--- config.mk ---
export PLATFORM = sky130hd
export DESIGN_NAME = tone_pwm_setting_calculator_top
export DESIGN_NICKNAME = d
export VERILOG_FILES = /design/src/hdl/tpsc_pkg.sv /design/src/hdl/tone_pwm_setting_calculator_top.sv
export SDC_FILE = /design/constraint.sdc
export NUM_CORES = 1
export LEC_CHECK = 0
export BUFFER_PORTS_ARGS = -buffer_cell sky130_fd_sc_hd__buf_2
export CAP_MARGIN = 15
export CORE_ASPECT_RATIO = 1.2
export CORE_MARGIN = 5
export CORE_UTILIZATION = 55
export CTS_CLUSTER_SIZE = 16
export DETAILED_ROUTE_END_ITERATION = 10
export PLACE_DENSITY = 0.73
export SLEW_MARGIN = 20
export SYNTH_ARGS = -nofsm -noshare
export SYNTH_HDL_FRONTEND = slang
export SYNTH_SLANG_ARGS = --single-unit
--- constraint.sdc ---
create_clock -name clk -period 20.5 [get_ports clk]
set_clock_uncertainty 0.05 [all_clocks]
set_input_delay 2.05 -clock clk [delete_from_list [all_inputs] [get_ports clk]]
set_output_delay 2.05 -clock clk [all_outputs]
set_load 0.005 [all_outputs]
--- src/hdl/tpsc_pkg.sv ---
// Shared types and constants for the tone PWM setting calculator.
// No dependencies; imported by tone_pwm_setting_calculator_top.
package tpsc_pkg;

  // Request function codes
  localparam logic [1:0] FUNC_TONE  = 2'd0;
  localparam logic [1:0] FUNC_ON    = 2'd1;
  localparam logic [1:0] FUNC_OFF   = 2'd2;
  localparam logic [1:0] FUNC_QUERY = 2'd3;

  // Configuration register indexes
  localparam logic CFG_IDX_CLOCK = 1'b0;
  localparam logic CFG_IDX_MODE  = 1'b1;

  // Output modes
  localparam logic MODE_ACTIVE  = 1'b0;
  localparam logic MODE_PASSIVE = 1'b1;

  // Reset values of the configuration registers
  localparam logic [31:0] CLOCK_HZ_RESET = 32'd84000000;
  localparam logic        MODE_RESET     = MODE_PASSIVE;

  // Arithmetic constants
  localparam int          DIV_WIDTH   = 32;
  localparam logic [7:0]  DUTY_MAX    = 8'd100;
  localparam logic [31:0] PCT_DIVISOR = 32'd100;
  localparam logic [31:0] MIN_TICKS   = 32'd2;
  localparam logic [16:0] MAX_COMPARE = 17'h10000;

  // Percent scaling by reciprocal: ceil(2^30 / 100), exact for products below 2^23
  localparam logic [23:0] RECIP_PCT   = 24'd10737419;
  localparam int          RECIP_SHIFT = 30;

  typedef struct packed {
    logic [1:0]  func;
    logic [31:0] frequency_hz;
    logic [7:0]  duty_percent;
  } tpsc_in_t;

  typedef struct packed {
    logic        status;
    logic [15:0] prescale_value;
    logic [15:0] reload_value;
    logic [16:0] compare_value;
    logic        pin_level;
    logic        sound_on;
  } tpsc_out_t;

  // Sequencer states, one-hot
  typedef enum logic [7:0] {
    ST_IDLE       = 8'b0000_0001,
    ST_DIV_TICKS  = 8'b0000_0010,
    ST_CHECK      = 8'b0000_0100,
    ST_DIV_RELOAD = 8'b0000_1000,
    ST_MUL        = 8'b0001_0000,
    ST_SCALE      = 8'b0010_0000,
    ST_COMMIT     = 8'b0100_0000,
    ST_DONE       = 8'b1000_0000
  } tpsc_state_t;

endpackage

--- src/hdl/tone_pwm_setting_calculator_top.sv ---
// Top level of the tone PWM setting calculator: sequencer around one shared
// restoring divider plus a reciprocal multiply for the percent. Depends on tpsc_pkg.
//
// Usage:
//   in_valid/in_ready/in_data carry one request (tone, on, off, query).
//   out_valid/out_ready/out_data return exactly one result per request with
//   the status and the timer prescaler, reload, compare and pin state after
//   the request.
//   cfg_we/cfg_index/cfg_wdata write timer_clock_hz (index 0) and
//   output_mode (index 1); write only while no request is in flight.
// Flow: on, off and query requests, and tone requests rejected up front,
//   go straight to the done state.
//   Tone requests run two 32-step divisions on the shared divider
//   (clock/frequency, ticks/(prescaler+1)), then a multiply by the duty and
//   a reciprocal multiply for /100, then commit. Tone requests with ticks
//   below two after the first division are rejected there.
//   One request is worked at a time; in_ready is high only when idle, so a
//   new request is taken only once the last result has left the sequencer.
// Reset (synchronous, rst_n low): timer registers and pin cleared, clock
//   84 MHz, passive mode, no result pending.
// Stall: a finished result waits in the output register; the next request
//   can be accepted meanwhile and its result is held until the slot frees.
module tone_pwm_setting_calculator_top
  import tpsc_pkg::*;
(
  input  logic      clk,
  input  logic      rst_n,
  input  logic      in_valid,
  output logic      in_ready,
  input  tpsc_in_t  in_data,
  output logic      out_valid,
  input  logic      out_ready,
  output tpsc_out_t out_data,
  input  logic        cfg_we,
  input  logic        cfg_index,
  input  logic [31:0] cfg_wdata
);

  // Configuration
  logic [31:0] clock_hz_r;
  logic        mode_r;

  // Architectural timer state
  logic [15:0] prescale_r;
  logic [15:0] reload_r;
  logic [16:0] compare_r;
  logic        pin_r;

  // Sequencer and work registers
  tpsc_state_t state_r;
  logic [4:0]  cnt_r;
  logic [31:0] rem_r;
  logic [31:0] quo_r;
  logic [31:0] dvs_r;
  logic [6:0]  duty_r;
  logic [15:0] pre_r;
  logic [15:0] rel_r;
  logic        err_r;

  // Output register
  logic      out_valid_r;
  tpsc_out_t out_data_r;

  logic        in_fire;
  logic        out_free;
  logic [32:0] rem_sh;
  logic [32:0] rem_diff;
  logic        q_bit;
  logic [31:0] rem_next;
  logic        div_last;
  logic [31:0] ticks_m1;
  logic [16:0] reload_inc;
  logic [16:0] rel_p1;
  logic [23:0] product;
  logic [47:0] pct_scaled;
  logic        sound_on;

  assign in_ready  = (state_r == ST_IDLE);
  assign in_fire   = in_valid && in_ready;
  assign out_free  = !out_valid_r || out_ready;
  assign out_valid = out_valid_r;
  assign out_data  = out_data_r;

  // Configuration writes
  always_ff @(posedge clk) begin
    if (!rst_n) begin
      clock_hz_r <= CLOCK_HZ_RESET;
      mode_r     <= MODE_RESET;
    end else if (cfg_we) begin
      unique case (cfg_index)
        CFG_IDX_CLOCK: clock_hz_r <= cfg_wdata;
        CFG_IDX_MODE:  mode_r     <= cfg_wdata[0];
        default: ;
      endcase
    end
  end

  // Shared divider step: one quotient bit per cycle
  assign rem_sh   = {rem_r, quo_r[DIV_WIDTH-1]};
  assign rem_diff = rem_sh - {1'b0, dvs_r};
  assign q_bit    = (rem_sh >= {1'b0, dvs_r});
  assign rem_next = q_bit ? rem_diff[31:0] : rem_sh[31:0];
  assign div_last = (cnt_r == 5'(DIV_WIDTH - 1));

  // Helpers for setup steps
  assign ticks_m1   = quo_r - 32'd1;
  assign reload_inc = {1'b0, reload_r} + 17'd1;
  assign rel_p1     = quo_r[16:0];
  assign product    = {7'd0, rel_p1} * {17'd0, duty_r};
  // product / 100 as multiply and shift; product stays below 2^23
  assign pct_scaled = {24'd0, quo_r[23:0]} * {24'd0, RECIP_PCT};

  // Sequencer
  always_ff @(posedge clk) begin
    if (!rst_n) begin
      state_r    <= ST_IDLE;
      prescale_r <= '0;
      reload_r   <= '0;
      compare_r  <= '0;
      pin_r      <= 1'b0;
      cnt_r      <= '0;
    end else begin
      unique case (state_r)
        ST_IDLE: begin
          if (in_fire) begin
            case (in_data.func)
              FUNC_TONE: begin
                if (mode_r != MODE_PASSIVE || in_data.frequency_hz == '0 ||
                    in_data.duty_percent > DUTY_MAX) begin
                  err_r   <= 1'b1;
                  state_r <= ST_DONE;
                end else begin
                  err_r   <= 1'b0;
                  rem_r   <= '0;
                  quo_r   <= clock_hz_r;
                  dvs_r   <= in_data.frequency_hz;
                  duty_r  <= in_data.duty_percent[6:0];
                  cnt_r   <= '0;
                  state_r <= ST_DIV_TICKS;
                end
              end
              FUNC_ON: begin
                err_r <= 1'b0;
                if (mode_r == MODE_ACTIVE) pin_r <= 1'b1;
                else compare_r <= {1'b0, reload_inc[16:1]};
                state_r <= ST_DONE;
              end
              FUNC_OFF: begin
                err_r <= 1'b0;
                if (mode_r == MODE_ACTIVE) pin_r <= 1'b0;
                else compare_r <= '0;
                state_r <= ST_DONE;
              end
              default: begin
                // query
                err_r   <= 1'b0;
                state_r <= ST_DONE;
              end
            endcase
          end
        end
        ST_DIV_TICKS, ST_DIV_RELOAD: begin
          rem_r <= rem_next;
          quo_r <= {quo_r[DIV_WIDTH-2:0], q_bit};
          cnt_r <= cnt_r + 5'd1;
          if (div_last) begin
            if (state_r == ST_DIV_TICKS) state_r <= ST_CHECK;
            else state_r <= ST_MUL;
          end
        end
        ST_CHECK: begin
          // quo_r holds ticks; prescaler = (ticks-1) >> 16
          if (quo_r < MIN_TICKS) begin
            err_r   <= 1'b1;
            state_r <= ST_DONE;
          end else begin
            pre_r   <= ticks_m1[31:16];
            rem_r   <= '0;
            dvs_r   <= {16'd0, ticks_m1[31:16]} + 32'd1;
            cnt_r   <= '0;
            state_r <= ST_DIV_RELOAD;
          end
        end
        ST_MUL: begin
          // quo_r holds reload+1
          rel_r   <= 16'(rel_p1 - 17'd1);
          quo_r   <= {8'd0, product};
          state_r <= ST_SCALE;
        end
        ST_SCALE: begin
          // quo_r holds (reload+1)*duty
          quo_r   <= {15'd0, pct_scaled[RECIP_SHIFT +: 17]};
          state_r <= ST_COMMIT;
        end
        ST_COMMIT: begin
          prescale_r <= pre_r;
          reload_r   <= rel_r;
          compare_r  <= quo_r[16:0];
          state_r    <= ST_DONE;
        end
        ST_DONE: begin
          if (out_free) state_r <= ST_IDLE;
        end
        default: state_r <= ST_IDLE;
      endcase
    end
  end

  // Result register
  assign sound_on = (mode_r == MODE_ACTIVE) ? pin_r : (compare_r != '0);

  always_ff @(posedge clk) begin
    if (!rst_n) begin
      out_valid_r <= 1'b0;
    end else if (state_r == ST_DONE && out_free) begin
      out_valid_r <= 1'b1;
    end else if (out_ready) begin
      out_valid_r <= 1'b0;
    end
  end

  always_ff @(posedge clk) begin
    if (state_r == ST_DONE && out_free) begin
      out_data_r.status         <= err_r;
      out_data_r.prescale_value <= prescale_r;
      out_data_r.reload_value   <= reload_r;
      out_data_r.compare_value  <= compare_r;
      out_data_r.pin_level      <= pin_r;
      out_data_r.sound_on       <= sound_on;
    end
  end

  // Checks
  a_compare_range: assert property (@(posedge clk) disable iff (!rst_n)
    compare_r <= MAX_COMPARE)
    else $error("compare register out of range");

  a_busy_after_accept: assert property (@(posedge clk) disable iff (!rst_n)
    in_fire |=> !in_ready)
    else $error("ready high right after a request was taken");

  a_divisor_nonzero: assert property (@(posedge clk) disable iff (!rst_n)
    (state_r == ST_DIV_TICKS || state_r == ST_DIV_RELOAD) |-> dvs_r != '0)
    else $error("divider running with zero divisor");

  a_done_to_result: assert property (@(posedge clk) disable iff (!rst_n)
    (state_r == ST_DONE && out_free) |=> out_valid_r)
    else $error("finished request did not reach the output register");

endmodule

# After elaboration in Yosys (flattened, before gate mapping)
# Cells that the tools add are included.
[op_classes] n_lt_le_gt_ge=3 mux=44 n_eq_ne=23 n_reduce_logical=29 n_addsub=6 n_bitwise=4 n_mul=2
[op_table] cell="32-bit 2-to-1 mux" n=12
[op_table] cell="32-bit one-hot mux with 4 select lines" n=1
[op_table] cell="32-bit one-hot mux with 3 select lines" n=1
[op_table] cell="17-bit one-hot mux with 2 select lines" n=2
[op_table] cell="32-bit one-hot mux with 2 select lines" n=1
[op_table] cell="8-bit one-hot mux with 7 select lines" n=1
[op_table] cell="17-bit 2-to-1 mux" n=3
[op_table] cell="8-bit 2-to-1 mux" n=6
[op_table] cell="24-bit by 24-bit multiplier with 47-bit output (second input constant)" n=1
[op_table] cell="16-bit by 1-bit adder with 17-bit output (second input constant)" n=2
[op_table] cell="33-bit by 32-bit >= comparator with 1-bit output" n=1
[op_table] cell="32-bit zero test" n=1
[op_table] cell="32-bit by 2-bit less-than comparator with 1-bit output (second input constant)" n=1
[op_table] cell="32-bit by 1-bit subtractor with 32-bit output (second input constant)" n=1
[op_table] cell="32-bit subtractor" n=1
[op_table] cell="5-bit 2-to-1 mux" n=5
[op_table] cell="5-bit AND reduction" n=5
[op_table] cell="17-bit by 7-bit multiplier with 24-bit output" n=1
[op_table] cell="17-bit nonzero test" n=1
[op_table] cell="16-bit by 1-bit subtractor with 16-bit output (second input constant)" n=1
[op_table] cell="5-bit one-hot mux with 3 select lines" n=1
[op_table] cell="2-bit != test (second input constant)" n=7
[op_table] cell="6-bit AND reduction" n=2
[op_table] cell="1-bit 2-to-1 mux" n=9
[op_table] cell="other kinds (29)" n=44
[word_totals] elab_cells=133 reg_bits=285 in_bits=80 out_inout_bits=54

# Longest topological paths before layout
# Gate-level depths: netlist (run 1).
[depth] depth_word=7 mapped_depth=25 depth_no_buf=24

# Worst setup path before layout (run 1)
# Ideal clock, no wire load.
[synth_timing] path_type="register to register" startpoint="register quo_r[5]" endpoint="register quo_r[12] (data pin)" required_time_ns=20.179 path_buffers=1 period_less_slack_ns=6.688 path_stages_with_launch=23 setup_time_ns=0.271 slack_ns=13.812 arrival_time_ns=6.367 cell_sequence="edfxtp_1 > clkbuf_1 > inv_1 > fa_1 > inv_1 > ha_1 > fa_1 > fa_1 > fa_1 > fa_1 > inv_1 > fa_1 > inv_1 > ha_1 > a21o_1 > a21o_1 > a21oi_1 > nor2_1 > o311ai_0 > nand2_1 > a41oi_1 > xor2_1 > o21ai_0"
[synth_via] elab_chain_cells=2 elab_cells_between_ends=3 classes_between="mul (2); mux (1)"
[synth_lines] item="start: declaration" line_no="tone_pwm_setting_calculator_top.sv:53" rtl="logic [31:0] quo_r;"
[synth_lines] item="start signal: assignment" line_no="tone_pwm_setting_calculator_top.sv:135" rtl="quo_r <= clock_hz_r;"
[synth_lines] item="start signal: assignment" line_no="tone_pwm_setting_calculator_top.sv:164" rtl="quo_r <= {quo_r[DIV_WIDTH-2:0], q_bit};"
[synth_lines] item="start signal: assignment" line_no="tone_pwm_setting_calculator_top.sv:187" rtl="quo_r <= {8'd0, product};"
[synth_lines] item="24-bit by 24-bit multiplier with 47-bit output / 17-bit by 7-bit multiplier with 24-bit output (equally long branches)" line_no="tone_pwm_setting_calculator_top.sv:111, tone_pwm_setting_calculator_top.sv:109"
[synth_lines] item="32-bit one-hot mux with 4 select lines *" line_no="tone_pwm_setting_calculator_top.sv:123" rtl="unique case (state_r)"
# Mark *: on every way between the ends. The rest lies on a longest branch, timed or not.
# A chain may end at the register's enable or synchronous reset.

# Final worst setup path (run 1)
[layout_timing] startpoint="register quo_r[11]" endpoint="register quo_r[12] (data pin)"
# Same word-level chain as after synthesis.

==> results.md, run 1 <==
- Outcome: finished, final reports clean
- Fin. max-slew vios: 0
- Post-Place Setup Slack: 12520 ps
- Antenna fix cells: 0
- Iteration-0 DRC Markers: 2023
- Drt pass-1 iters: 6
- Die Wd: 217 um
- Final setup fails: 0
- Reg-to-reg slack, setup: 12540 ps
- Detailed-route wire length: 80100 um
- Sequential area share after synthesis: 26.9%
- Number of rows in the core area: 91
- Slew @ Worst Pin: 1150 ps
- Worst Path Arrival: 8250 ps
- Routed Antenna Nets: 0
- Fraction of registers with async set/reset: 0%
- Synth-to-Final Area Change: 9.24%
- Top cells by area, synth: fa_1 21%, edfxtp_1 20%, ha_1 17%
- Top cell type's share of synthesized area: 21.2%
- Reg clk slew, reported paths: 70 ps
- Fin Setup TNS: 0 ps
- H-tree Lvls: 1
- Total clock buffers created by CTS: 31
- Die height: 258 um
- Hold-fix buffers at CTS: 0
- Cts repair resizes: 0
- Net count after synthesis: 3677
- Startpoint Class: flop
- RSZ-0062 raised after global routing: false
- Fin crit share: 38.8%
- Yosys top cell by area: fa_1
- GR Overflow Total: 0
- Hold Path Class: reg2reg
- Filler cells: 4348
- WL/cell: 21.5 um
- Reg2reg path depth: 24
- Clock tree buffer depth: 3
- Library cells used by synthesis: 79
- Via density: 5.79
- PwrDens: 73.8 nW/um^2
- Maximum vdd drop: 0.0000666 V
- Mapped cell area: 28200 sq um
- DP HPWL: 64800 um
- Met2 WL: 39800 um
- Initial Util: 55.1%
- CP Class: reg2reg
- LEAKAGE: 14.4 nW
- Reg-to-reg endpoint: quo_r[12]$_DFFE_PP_
- Predominant post-synthesis flop cell: edfxtp_1
- Clock sink total: 285
- Vias in the first global route: 22500
- Metal3 WL: 4790 um
- Gr usage total: 28.7%
- WP data required: 20780 ps
- Initial antenna violation count: 0
- MaxCap Viol Count: 0
- Nets: 3803
- Synth Instances: 2922
- Wl on met1: 31200 um
- Port buffer count: 133
- EDFF count, synth: 188
- Crit path from: quo_r[11]$_DFFE_PP_
- Setup crit end: quo_r[12]$_DFFE_PP_
- Crit end category: flop
- Reg2reg start: quo_r[11]$_DFFE_PP_
- Post-synthesis area per instance: 9.64 sq um
- Post-layout min period: 7960 ps
- Crit-path max FO: 20
- Worst-Skew Late Latency: 600 ps
- Fin worst setup slack: 12540 ps
- # IOs: 134
- Top layer in use: met4
- Layout cell share with drive strength beyond 1: 8.62%
- Via count: 21600
- Gpl congestion: 0.977
- Fmax: 0.126 GHz
- Core ar.: 51100 sq um
- Number of remaining DRC errors: 0
- Post-synthesis register bit count: 285
- Maximum number of pins on one net before global-route repair: 64
- First-pass GRT wire length: 126000 um
- Final Hold Fails: 0
- Max-slew headroom: 23.2%
- YS warnings: 0
- Root buf cell: clkbuf_16
- Die footprint: 55900 sq um
- CTS tree: built
- Post-CTS setup buffers: 0
[cell usage in the layout, fill, tap and decap left out, drive strengths merged, types with 7 or more instances in the layout]
| cell type | count |
|---|---|
| nand2 | 369 |
| o21bai | 9 |
| clkbuf | 42 |
| a221oi | 27 |
| a22oi | 11 |
| ha | 376 |
| o21a | 15 |
| nand2b | 16 |
| o31ai | 7 |
| nand3b | 11 |
| and2 | 67 |
| o21ai | 93 |
| a31oi | 14 |
| nor2 | 102 |
| nor3b | 7 |
| a222oi | 8 |
| a211oi | 21 |
| nand3 | 62 |
| nor3 | 50 |
| xnor2 | 83 |
| nor2b | 12 |
| nor4 | 24 |
| a22o | 7 |
| a21o | 14 |
| and3 | 14 |
| edfxtp | 188 |
| fa | 299 |
| dfxtp | 97 |
| a21oi | 153 |
| nand4 | 18 |
| inv | 550 |
| buf | 177 |
| or3 | 8 |
| xor2 | 31 |
[how the worst min path moves through the flow]
stage,start,to,slack (ps),cells after the start
floorplan,err_r$_SDFFCE_PN1P_,out_data[51]$_DFFE_PP_,350,0
global placement,err_r$_SDFFCE_PN1P_,out_data[51]$_DFFE_PP_,360,0
detailed placement,err_r$_SDFFCE_PN1P_,out_data[51]$_DFFE_PP_,360,0
CTS,err_r$_SDFFCE_PN1P_,out_data[51]$_DFFE_PP_,380,0
global route,prescale_r[4]$_SDFFE_PN0P_,out_data[39]$_DFFE_PP_,390,0
finish,err_r$_SDFFCE_PN1P_,out_data[51]$_DFFE_PP_,380,0
[layer usage]
metal	vias to the layer above	track usage (%)
met2	825	50.3
met3	205	3.56
li1	9940	-
met1	10600	35.7
met4	0	12.8
met5	-	0
[flip-flops by register name (all words and copies together) (netlist names)]
register and cells:
out_data 52, clock_hz_r 32, dvs_r 32, quo_r 32, rem_r 32, compare_r 17, pre_r 16, prescale_r 16
rel_r 16, reload_r 16, state_r 8, duty_r 7, cnt_r 5, err_r 1, mode_r 1, out_valid 1
pin_r 1
[kinds of logic after synthesis]
group / Yosys count / synth area share, %
mux: 6 / 0.226
compound gates: 432 / 9.78
xor+xnor: 114 / 3.57
flops: 285 / 26.9
fa+ha+maj: 675 / 37.9
simple gates: 782 / 13.1
buf+inv: 628 / 8.43
[per-stage QoR]
stage	utilization (%)	total power, W	std cells	area, sq um	hold slack [ps]
6_report	60.2	0.00227	3724	30800	381
3_5_place_dp	58.1	0.00169	3666	29700	363
3_3_place_gp	58.1	0.00167	3666	29700	356
2_1_floorplan	-	0.00139	2922	28200	350
4_1_cts	60.2	0.00227	3724	30800	380
5_1_grt	60.2	0.00243	3724	30800	391
[report_power, final]
part	switching, W	total, W	leakage, nW	internal [W]
Sequential	0.0000178	0.000660	2.52	0.000642
Combinational	0.000643	0.00103	11.4	0.000389
Clock	0.000244	0.000580	0.525	0.000337
[cell type report]
| class | instances | area (sq um) | share of cell area (%) |
|---|---|---|---|
| inverter | 544 | 2040 | 6.63 |
| clock inverter | 16 | 171 | 0.557 |
| tap | 651 | 815 | 2.65 |
| sequential | 285 | 7590 | 24.6 |
| timing repair buffer | 177 | 996 | 3.24 |
| multi-input combinational | 2009 | 18300 | 59.4 |
| clock buffer | 42 | 900 | 2.92 |
[critical path, stage by stage (launching register included)]
cell	delay, ps
edfxtp_1	1120
inv_1	170
ha_1	360
inv_1	50
fa_1	470
inv_1	50
fa_1	370
inv_1	100
fa_1	390
inv_1	80
fa_1	430
fa_1	560
inv_1	60
fa_1	530
inv_1	40
ha_1	320
a21oi_1	290
nand2_1	120
nor4_1	180
a21oi_1	150
o311ai_0	820
nand2_1	280
a41oi_1	410
xor2_1	170
o21ai_0	90
[Yosys cell counts (16+ instances only)]
cell type and number:
a221oi_1 27, nand2b_1 16, nand4_1 17, nand3_1 61, nor2_1 102, clkbuf_1 75, fa_1 299, xor2_1 31
a211oi_1 21, a21oi_1 153, dfxtp_1 97, and2_1 66, o21ai_0 84, nor3_1 49, edfxtp_1 188, ha_1 376
xnor2_1 82, nor4_1 21, nand2_1 367, inv_1 542
Note: power is estimated with default switching activity, not from simulation.
==> run 2, diff against run 1 <==
==> constraint.sdc (replaced) <==
create_clock -name clk -period 8.3 [get_ports clk]
set_clock_uncertainty 0.05 [all_clocks]
set_input_delay 0.83 -clock clk [delete_from_list [all_inputs] [get_ports clk]]
set_output_delay 0.83 -clock clk [all_outputs]
set_load 0.005 [all_outputs]
==> results.md, run 2 (synthesis results as in run 1) <==
- Clock sink total: 285 (unchanged)
- Total clock buffers created by CTS: 30 (was 31)
- Post-layout min period: 7370 ps (was 7960 ps)
- Max stage delay on crit path: 790 ps (was 1120 ps)
- Crit-path max FO: 13 (was 20)
- Iteration-0 DRC Markers: 1761 (was 2023)
- Slew @ Worst Pin: 832 ps (was 1150 ps)
- Final setup fails: 0 (unchanged)
- Hold Path Class: in2reg (was reg2reg)
- Number of rows in the core area: 91 (unchanged)
- Via count: 21700 (was 21600)
- Vias in the first global route: 22500 (about the same)
- Routed Antenna Nets: 0 (unchanged)
- Root buf cell: clkbuf_16 (unchanged)
- FF+latch area: 7590 sq um (unchanged)
- Comb pwr share: 45.4% (about the same)
- Crit end category: flop (unchanged)
- Hold-fix buffers at CTS: 0 (unchanged)
- Fmax: 0.136 GHz (was 0.126 GHz)
- Clk pwr share: 25.4% (was 25.5%)
- LEAKAGE: 14.4 nW (about the same)
- Gpl congestion: 0.985 (was 0.977)
- Cell Chain, Critical Path: inv_1 -> ha_1 -> inv_1 -> fa_1 -> inv_1 -> fa_1 -> fa_1 -> fa_1 -> fa_1 -> inv_1 -> fa_1 -> inv_1 -> ha_1 -> a21oi_1 -> o21ai_0 -> a211oi_1 -> nand3_1 -> o21a_1 -> a221oi_1 -> nor2b_1 -> o311ai_1 (was inv_1 -> ha_1 -> inv_1 -> fa_1 -> inv_1 -> fa_1 -> inv_1 -> fa_1 -> inv_1 -> fa_1 -> fa_1 -> inv_1 -> fa_1 -> inv_1 -> ha_1 -> a21oi_1 -> nand2_1 -> nor4_1 -> a21oi_1 -> o311ai_0 -> nand2_1 -> a41oi_1 -> xor2_1 -> o21ai_0)
- Post-layout util: 60.3% (was 60.2%)
- Fin. max-slew vios: 0 (unchanged)
- Die height: 258 um (unchanged)
- Largest register FFs: 52 (unchanged)
- Fin Setup TNS: 0 ps (unchanged)
- Gr usage total: 29.1% (was 28.7%)
- PwrDens: 181 nW/um^2 (was 73.8 nW/um^2)
- Commonest non-fill, non-tap cell in the layout: inv_1 (unchanged)
- Filler cells: 4298 (was 4348)
- Maximum number of pins on one net before global-route repair: 58 (was 64)
- WP data required: 8570 ps (was 20780 ps)
- DP HPWL: 66600 um (was 64800 um)
- Outcome: finished, final reports clean (unchanged)
- Layout cell share with drive strength beyond 1: 8.77% (was 8.62%)
- Die Wd: 217 um (unchanged)
- CP bufs+invs: 5 (was 7)
- Multi-input logic area: 18300 sq um (about the same)
- CP most frequent cell: fa_1 (was inv_1)
- WL/cell: 21.9 um (was 21.5 um)
- Max-slew headroom: 44.5% (was 23.2%)
- Worst-Skew Late Latency: 600 ps (about the same)
- RSZ-0062 raised after global routing: false (unchanged)
- Port buffer count: 133 (unchanged)
- Synth-to-Final Area Change: 9.44% (was 9.24%)
- Cell-internal power: 0.00337 W (was 0.00137 W)
- CTS tree: built (unchanged)
- H-tree Lvls: 1 (unchanged)
- GR Overflow Total: 0 (unchanged)
- Drt pass-1 iters: 8 (was 6)
- First-pass GRT wire length: 127000 um (was 126000 um)
- MaxCap Viol Count: 0 (unchanged)
- # IOs: 134 (unchanged)
- Fin crit share: 88.8% (was 38.8%)
- Post-CTS setup buffers: 0 (unchanged)
- Nets: 3808 (was 3803)
- Number of remaining DRC errors: 0 (unchanged)
- Net Sw Frac: 39.8% (about the same)
- Die footprint: 55900 sq um (unchanged)
- Maximum vdd drop: 0.000170 V (was 0.0000666 V)
- Reg clk slew, reported paths: 70 ps (about the same)
- Core ar.: 51100 sq um (unchanged)
- Clock tree buffer depth: 3 (unchanged)
- Top delay family on crit path: adder cells (unchanged)
- Most frequent cells in the layout: 542 x inv_1, 376 x ha_1, 367 x nand2_1 (unchanged)
- CP max-delay cell: edfxtp_1 (unchanged)
- Final Hold Fails: 0 (unchanged)
- Cts repair resizes: 0 (unchanged)
- Initial antenna violation count: 2 (was 0)
- Sequential share of power: 29.1% (was 29.0%)
- Worst Path Arrival: 7640 ps (was 8250 ps)
- CP Class: reg2reg (unchanged)
- NetSw: 0.00222 W (was 0.000904 W)
- Initial Util: 55.1% (unchanged)
- Startpoint Class: flop (unchanged)
- Detailed-route wire length: 81500 um (was 80100 um)
- Via density: 5.82 (was 5.79)
## run 2: through the flow
stage	hold WS (ps)	instance area, sq um	instances	power, W	setup slack, ps
5_1_grt	353	30800	3728	0.00598	665
2_1_floorplan	350	28200	2922	0.00344	1610
6_report	365	30800	3729	0.00559	932
3_3_place_gp	368	29700	3670	0.00408	1220
4_1_cts	339	30800	3728	0.00559	1010
3_5_place_dp	369	29800	3672	0.00415	1060
## run 2: power groups by stage
stage / Combinational [W] / Sequential [W] / Clock (W)
4_1_cts: 0.00252 / 0.00163 / 0.00144
3_5_place_dp: 0.00250 / 0.00166 / 0
3_3_place_gp: 0.00243 / 0.00166 / 0
5_1_grt: 0.00284 / 0.00163 / 0.00150
2_1_floorplan: 0.00179 / 0.00165 / 0
6_report: 0.00254 / 0.00163 / 0.00142
## run 2: path summary, 6_finish.rpt
| check | startpoint | endpoint | slack [ps] | cells after the start |
|---|---|---|---|---|
| setup / recovery | quo_r[8]$_DFFE_PP_ | quo_r[14]$_DFFE_PP_ | 930 | 21 |
| hold / removal | in_data[5] | duty_r[5]$_DFFE_PP_ | 360 | 1 |
| setup reg to reg | quo_r[8]$_DFFE_PP_ | quo_r[14]$_DFFE_PP_ | 930 | 21 |
| hold reg to reg | prescale_r[8]$_SDFFE_PN0P_ | out_data[43]$_DFFE_PP_ | 370 | 0 |
## run 2: worst reg2reg max path, stage by stage (launching register included)
cell,delay [ps]
edfxtp_1,790
inv_1,150
ha_1,350
inv_1,60
fa_1,480
inv_1,60
fa_1,430
fa_1,570
fa_1,440
fa_1,560
inv_1,60
fa_1,530
inv_1,40
ha_1,340
a21oi_1,290
o21ai_0,200
a211oi_1,220
nand3_1,100
o21a_1,290
a221oi_1,440
nor2b_1,160
o311ai_1,490
## run 2: cell type report
class | count | area share (%)
antenna | 1 | 0.00811
tap | 651 | 2.64
clock buffer | 39 | 2.71
timing repair buffer | 183 | 3.46
sequential | 285 | 24.6
multi-input combinational | 2009 | 59.3
clock inverter | 17 | 0.686
inverter | 544 | 6.62
## run 2: metal layers
| metal | up-vias | global-route usage (%) | part of all wire (%) |
|---|---|---|---|
| li1 | 9949 | - | - |
| met1 | 10600 | 36.6 | 38 |
| met2 | 908 | 50.4 | 49 |
| met3 | 215 | 3.35 | 6.7 |
| met4 | 0 | 13.7 | 5.8 |
| met5 | - | 0 | 0 |
==> run 3, diff against run 2 <==
--- a/config.mk
+++ b/config.mk
@@ -12,6 +12,7 @@
 export CORE_UTILIZATION = 55
 export CTS_CLUSTER_SIZE = 16
 export DETAILED_ROUTE_END_ITERATION = 10
+export GPL_TIMING_DRIVEN = 0
 export PLACE_DENSITY = 0.73
 export SLEW_MARGIN = 20
 export SYNTH_ARGS = -nofsm -noshare
==> constraint.sdc (replaced) <==
create_clock -name clk -period 9.2 [get_ports clk]
set_clock_uncertainty 0.05 [all_clocks]
set_input_delay 0.92 -clock clk [delete_from_list [all_inputs] [get_ports clk]]
set_output_delay 0.92 -clock clk [all_outputs]
set_load 0.005 [all_outputs]
==> results.md, run 3 (synthesis results as in run 1) <==
- Hold Path Class: reg2reg (was in2reg)
- Global Route met1 Usage: 35.4% (was 36.6%)
- CP max-delay cell: edfxtp_1 (unchanged)
- Max stage delay on crit path: 810 ps (was 790 ps)
- # IOs: 134 (unchanged)
- Total power: 0.00509 W (was 0.00559 W)
- Crit end category: flop (unchanged)
- Via count: 21800 (was 21700)
- Number of rows in the core area: 91 (unchanged)
- Total clock buffers created by CTS: 31 (was 30)
- Routed Antenna Nets: 0 (unchanged)
- Die footprint: 55900 sq um (unchanged)
- LEAKAGE: 14.4 nW (about the same)
- Reg2reg path depth: 23 (was 21)
- Most frequent cells in the layout: 542 x inv_1, 376 x ha_1, 367 x nand2_1 (unchanged)
- Commonest non-fill, non-tap cell in the layout: inv_1 (unchanged)
- Crit path from: quo_r[12]$_DFFE_PP_ (was quo_r[8]$_DFFE_PP_)
- Number of remaining DRC errors: 0 (unchanged)
- Cell Chain, Critical Path: clkbuf_1 -> inv_1 -> ha_1 -> inv_1 -> fa_1 -> inv_1 -> fa_1 -> ha_1 -> fa_1 -> fa_1 -> inv_1 -> fa_1 -> inv_1 -> ha_1 -> a21oi_1 -> nand2_1 -> nor4_1 -> a21oi_1 -> o311ai_1 -> nand2_1 -> a41oi_1 -> xor2_1 -> o21ai_0 (was inv_1 -> ha_1 -> inv_1 -> fa_1 -> inv_1 -> fa_1 -> fa_1 -> fa_1 -> fa_1 -> inv_1 -> fa_1 -> inv_1 -> ha_1 -> a21oi_1 -> o21ai_0 -> a211oi_1 -> nand3_1 -> o21a_1 -> a221oi_1 -> nor2b_1 -> o311ai_1)
- Met2 usage: 48.7% (was 50.4%)
- Hold-fix buffers at CTS: 0 (unchanged)
- Critical hold path startpoint: prescale_r[12]$_SDFFE_PN0P_ (was in_data[5])
- Drt pass-1 iters: 7 (was 8)
- Reg2reg start: quo_r[12]$_DFFE_PP_ (was quo_r[8]$_DFFE_PP_)
- Cts repair resizes: 0 (unchanged)
- H-tree Lvls: 1 (unchanged)
- Max-slew headroom: 14.4% (was 44.5%)
- Worst-Skew Late Latency: 610 ps (was 600 ps)
- Port buffer count: 133 (unchanged)
- Final setup fails: 0 (unchanged)
- Outcome: finished, final reports clean (unchanged)
- Initial antenna violation count: 1 (was 2)
- Fin. max-slew vios: 0 (unchanged)
- WP data required: 9480 ps (was 8570 ps)
- Clock sink total: 285 (unchanged)
- Slew @ Worst Pin: 1270 ps (was 832 ps)
- Nets: 3848 (was 3808)
- Post-CTS setup buffers: 0 (unchanged)
- PwrDens: 165 nW/um^2 (was 181 nW/um^2)
- Maximum vdd drop: 0.000142 V (was 0.000170 V)
- Crit-path max FO: 10 (was 13)
- GRT busiest layer: met2 (unchanged)
- First-pass GRT wire length: 124000 um (was 127000 um)
- CP Class: reg2reg (unchanged)
- Fmax: 0.115 GHz (was 0.136 GHz)
- Root buf cell: clkbuf_16 (unchanged)
- Detailed-route wire length: 79400 um (was 81500 um)
- MaxCap Viol Count: 0 (unchanged)
- Routing usage on met3: 3.72% (was 3.35%)
- Maximum number of pins on one net before global-route repair: 33 (was 58)
- Fin crit share: 94.8% (was 88.8%)
- Largest register FFs: 52 (unchanged)
- Post-layout min period: 8720 ps (was 7370 ps)
- Worst Path Arrival: 9000 ps (was 7640 ps)
- Die Wd: 217 um (unchanged)
- CTS tree: built (unchanged)
- Clock tree buffer depth: 3 (unchanged)
- Final Hold Fails: 0 (unchanged)
- Initial Util: 55.1% (unchanged)
- Core ar.: 51100 sq um (unchanged)
- Iteration-0 DRC Markers: 1689 (was 1761)
- RSZ-0062 raised after global routing: false (unchanged)
- Via density: 5.79 (was 5.82)
- Die height: 258 um (unchanged)
- Layout cell share with drive strength beyond 1: 7.54% (was 8.77%)
- Vias in the first global route: 22400 (was 22500)
- Startpoint Class: flop (unchanged)
- Synth-to-Final Area Change: 9.62% (was 9.44%)
- WL/cell: 21.1 um (was 21.9 um)
- Gr usage total: 28.3% (was 29.1%)
- Reg clk slew, reported paths: 70 ps (about the same)
- DP HPWL: 65800 um (was 66600 um)
- GR Overflow Total: 0 (unchanged)
- Gpl congestion: 0.966 (was 0.985)
- Worst hold path depth: 0 (was 1)
- Antenna fix cells: 0 (was 1)
- Fin Setup TNS: 0 ps (unchanged)
## run 3: changes by cell type in the layout (fill, tap and decap cells not counted), moves of 3 or more
cell | before | now
buf_2 | 133 | 138
buf_4 | 48 | 3
bufinv_16 | 3 | 0
clkbuf_1 | 5 | 76
clkbuf_16 | 31 | 35
clkinvlp_4 | 0 | 5
inv_6 | 1 | 4
## run 3: per-layer routing
metal / wire length (um) / share of wire [%]
met2: 38700 / 49
met3: 5590 / 7.0
met5: 0 / 0
met1: 30600 / 38
met4: 4540 / 5.7
## run 3: per-stage QoR
| stage | hold slack [ps] | cell area (sq um) | setup WS (ps) | util (%) | cells |
|---|---|---|---|---|---|
| detailed placement | 365 | 29800 | 235 | 58.3 | 3711 |
| CTS | 384 | 30900 | 214 | 60.4 | 3769 |
| global route | 400 | 30900 | 185 | 60.4 | 3769 |
| global placement | 369 | 29700 | 309 | 58.0 | 3706 |
| floorplan | 350 | 28200 | 2510 | - | 2922 |
| finish | 382 | 30900 | 480 | 60.4 | 3769 |
## run 3: area by class of cell
cell class	count	area, sq um
Sequential cell	285	7590
Clock inverter	20	180
Timing Repair Buffer	138	763
Multi-Input combinational cell	2009	18300
Tap cell	651	815
Clock buffer	38	907
Fill cell	4216	20200
Inverter	544	2040
Buffer	84	333
## run 3: path summary, 6_finish.rpt
path,endpoint,slack (ps)
max reg2reg,quo_r[12]$_DFFE_PP_,480
max,quo_r[12]$_DFFE_PP_,480
min reg2reg,out_data[47]$_DFFE_PP_,380
min,out_data[47]$_DFFE_PP_,380
## run 3: critical path, delay by kind of cell, from the launching register on
family                   cells  cell delay, ps
adder cells (fa/ha/maj)      8            3760
AO/OA/AOI/OAI                5            1800
buffers and inverters        6            1270
flip-flops                   1             810
AND/OR/NAND/NOR              3             570
XOR/XNOR                     1             170
## run 3: power by group
group,switching [W],internal [W]
registers,0.0000416,0.00143
clock network,0.000573,0.000721
logic,0.00144,0.000876
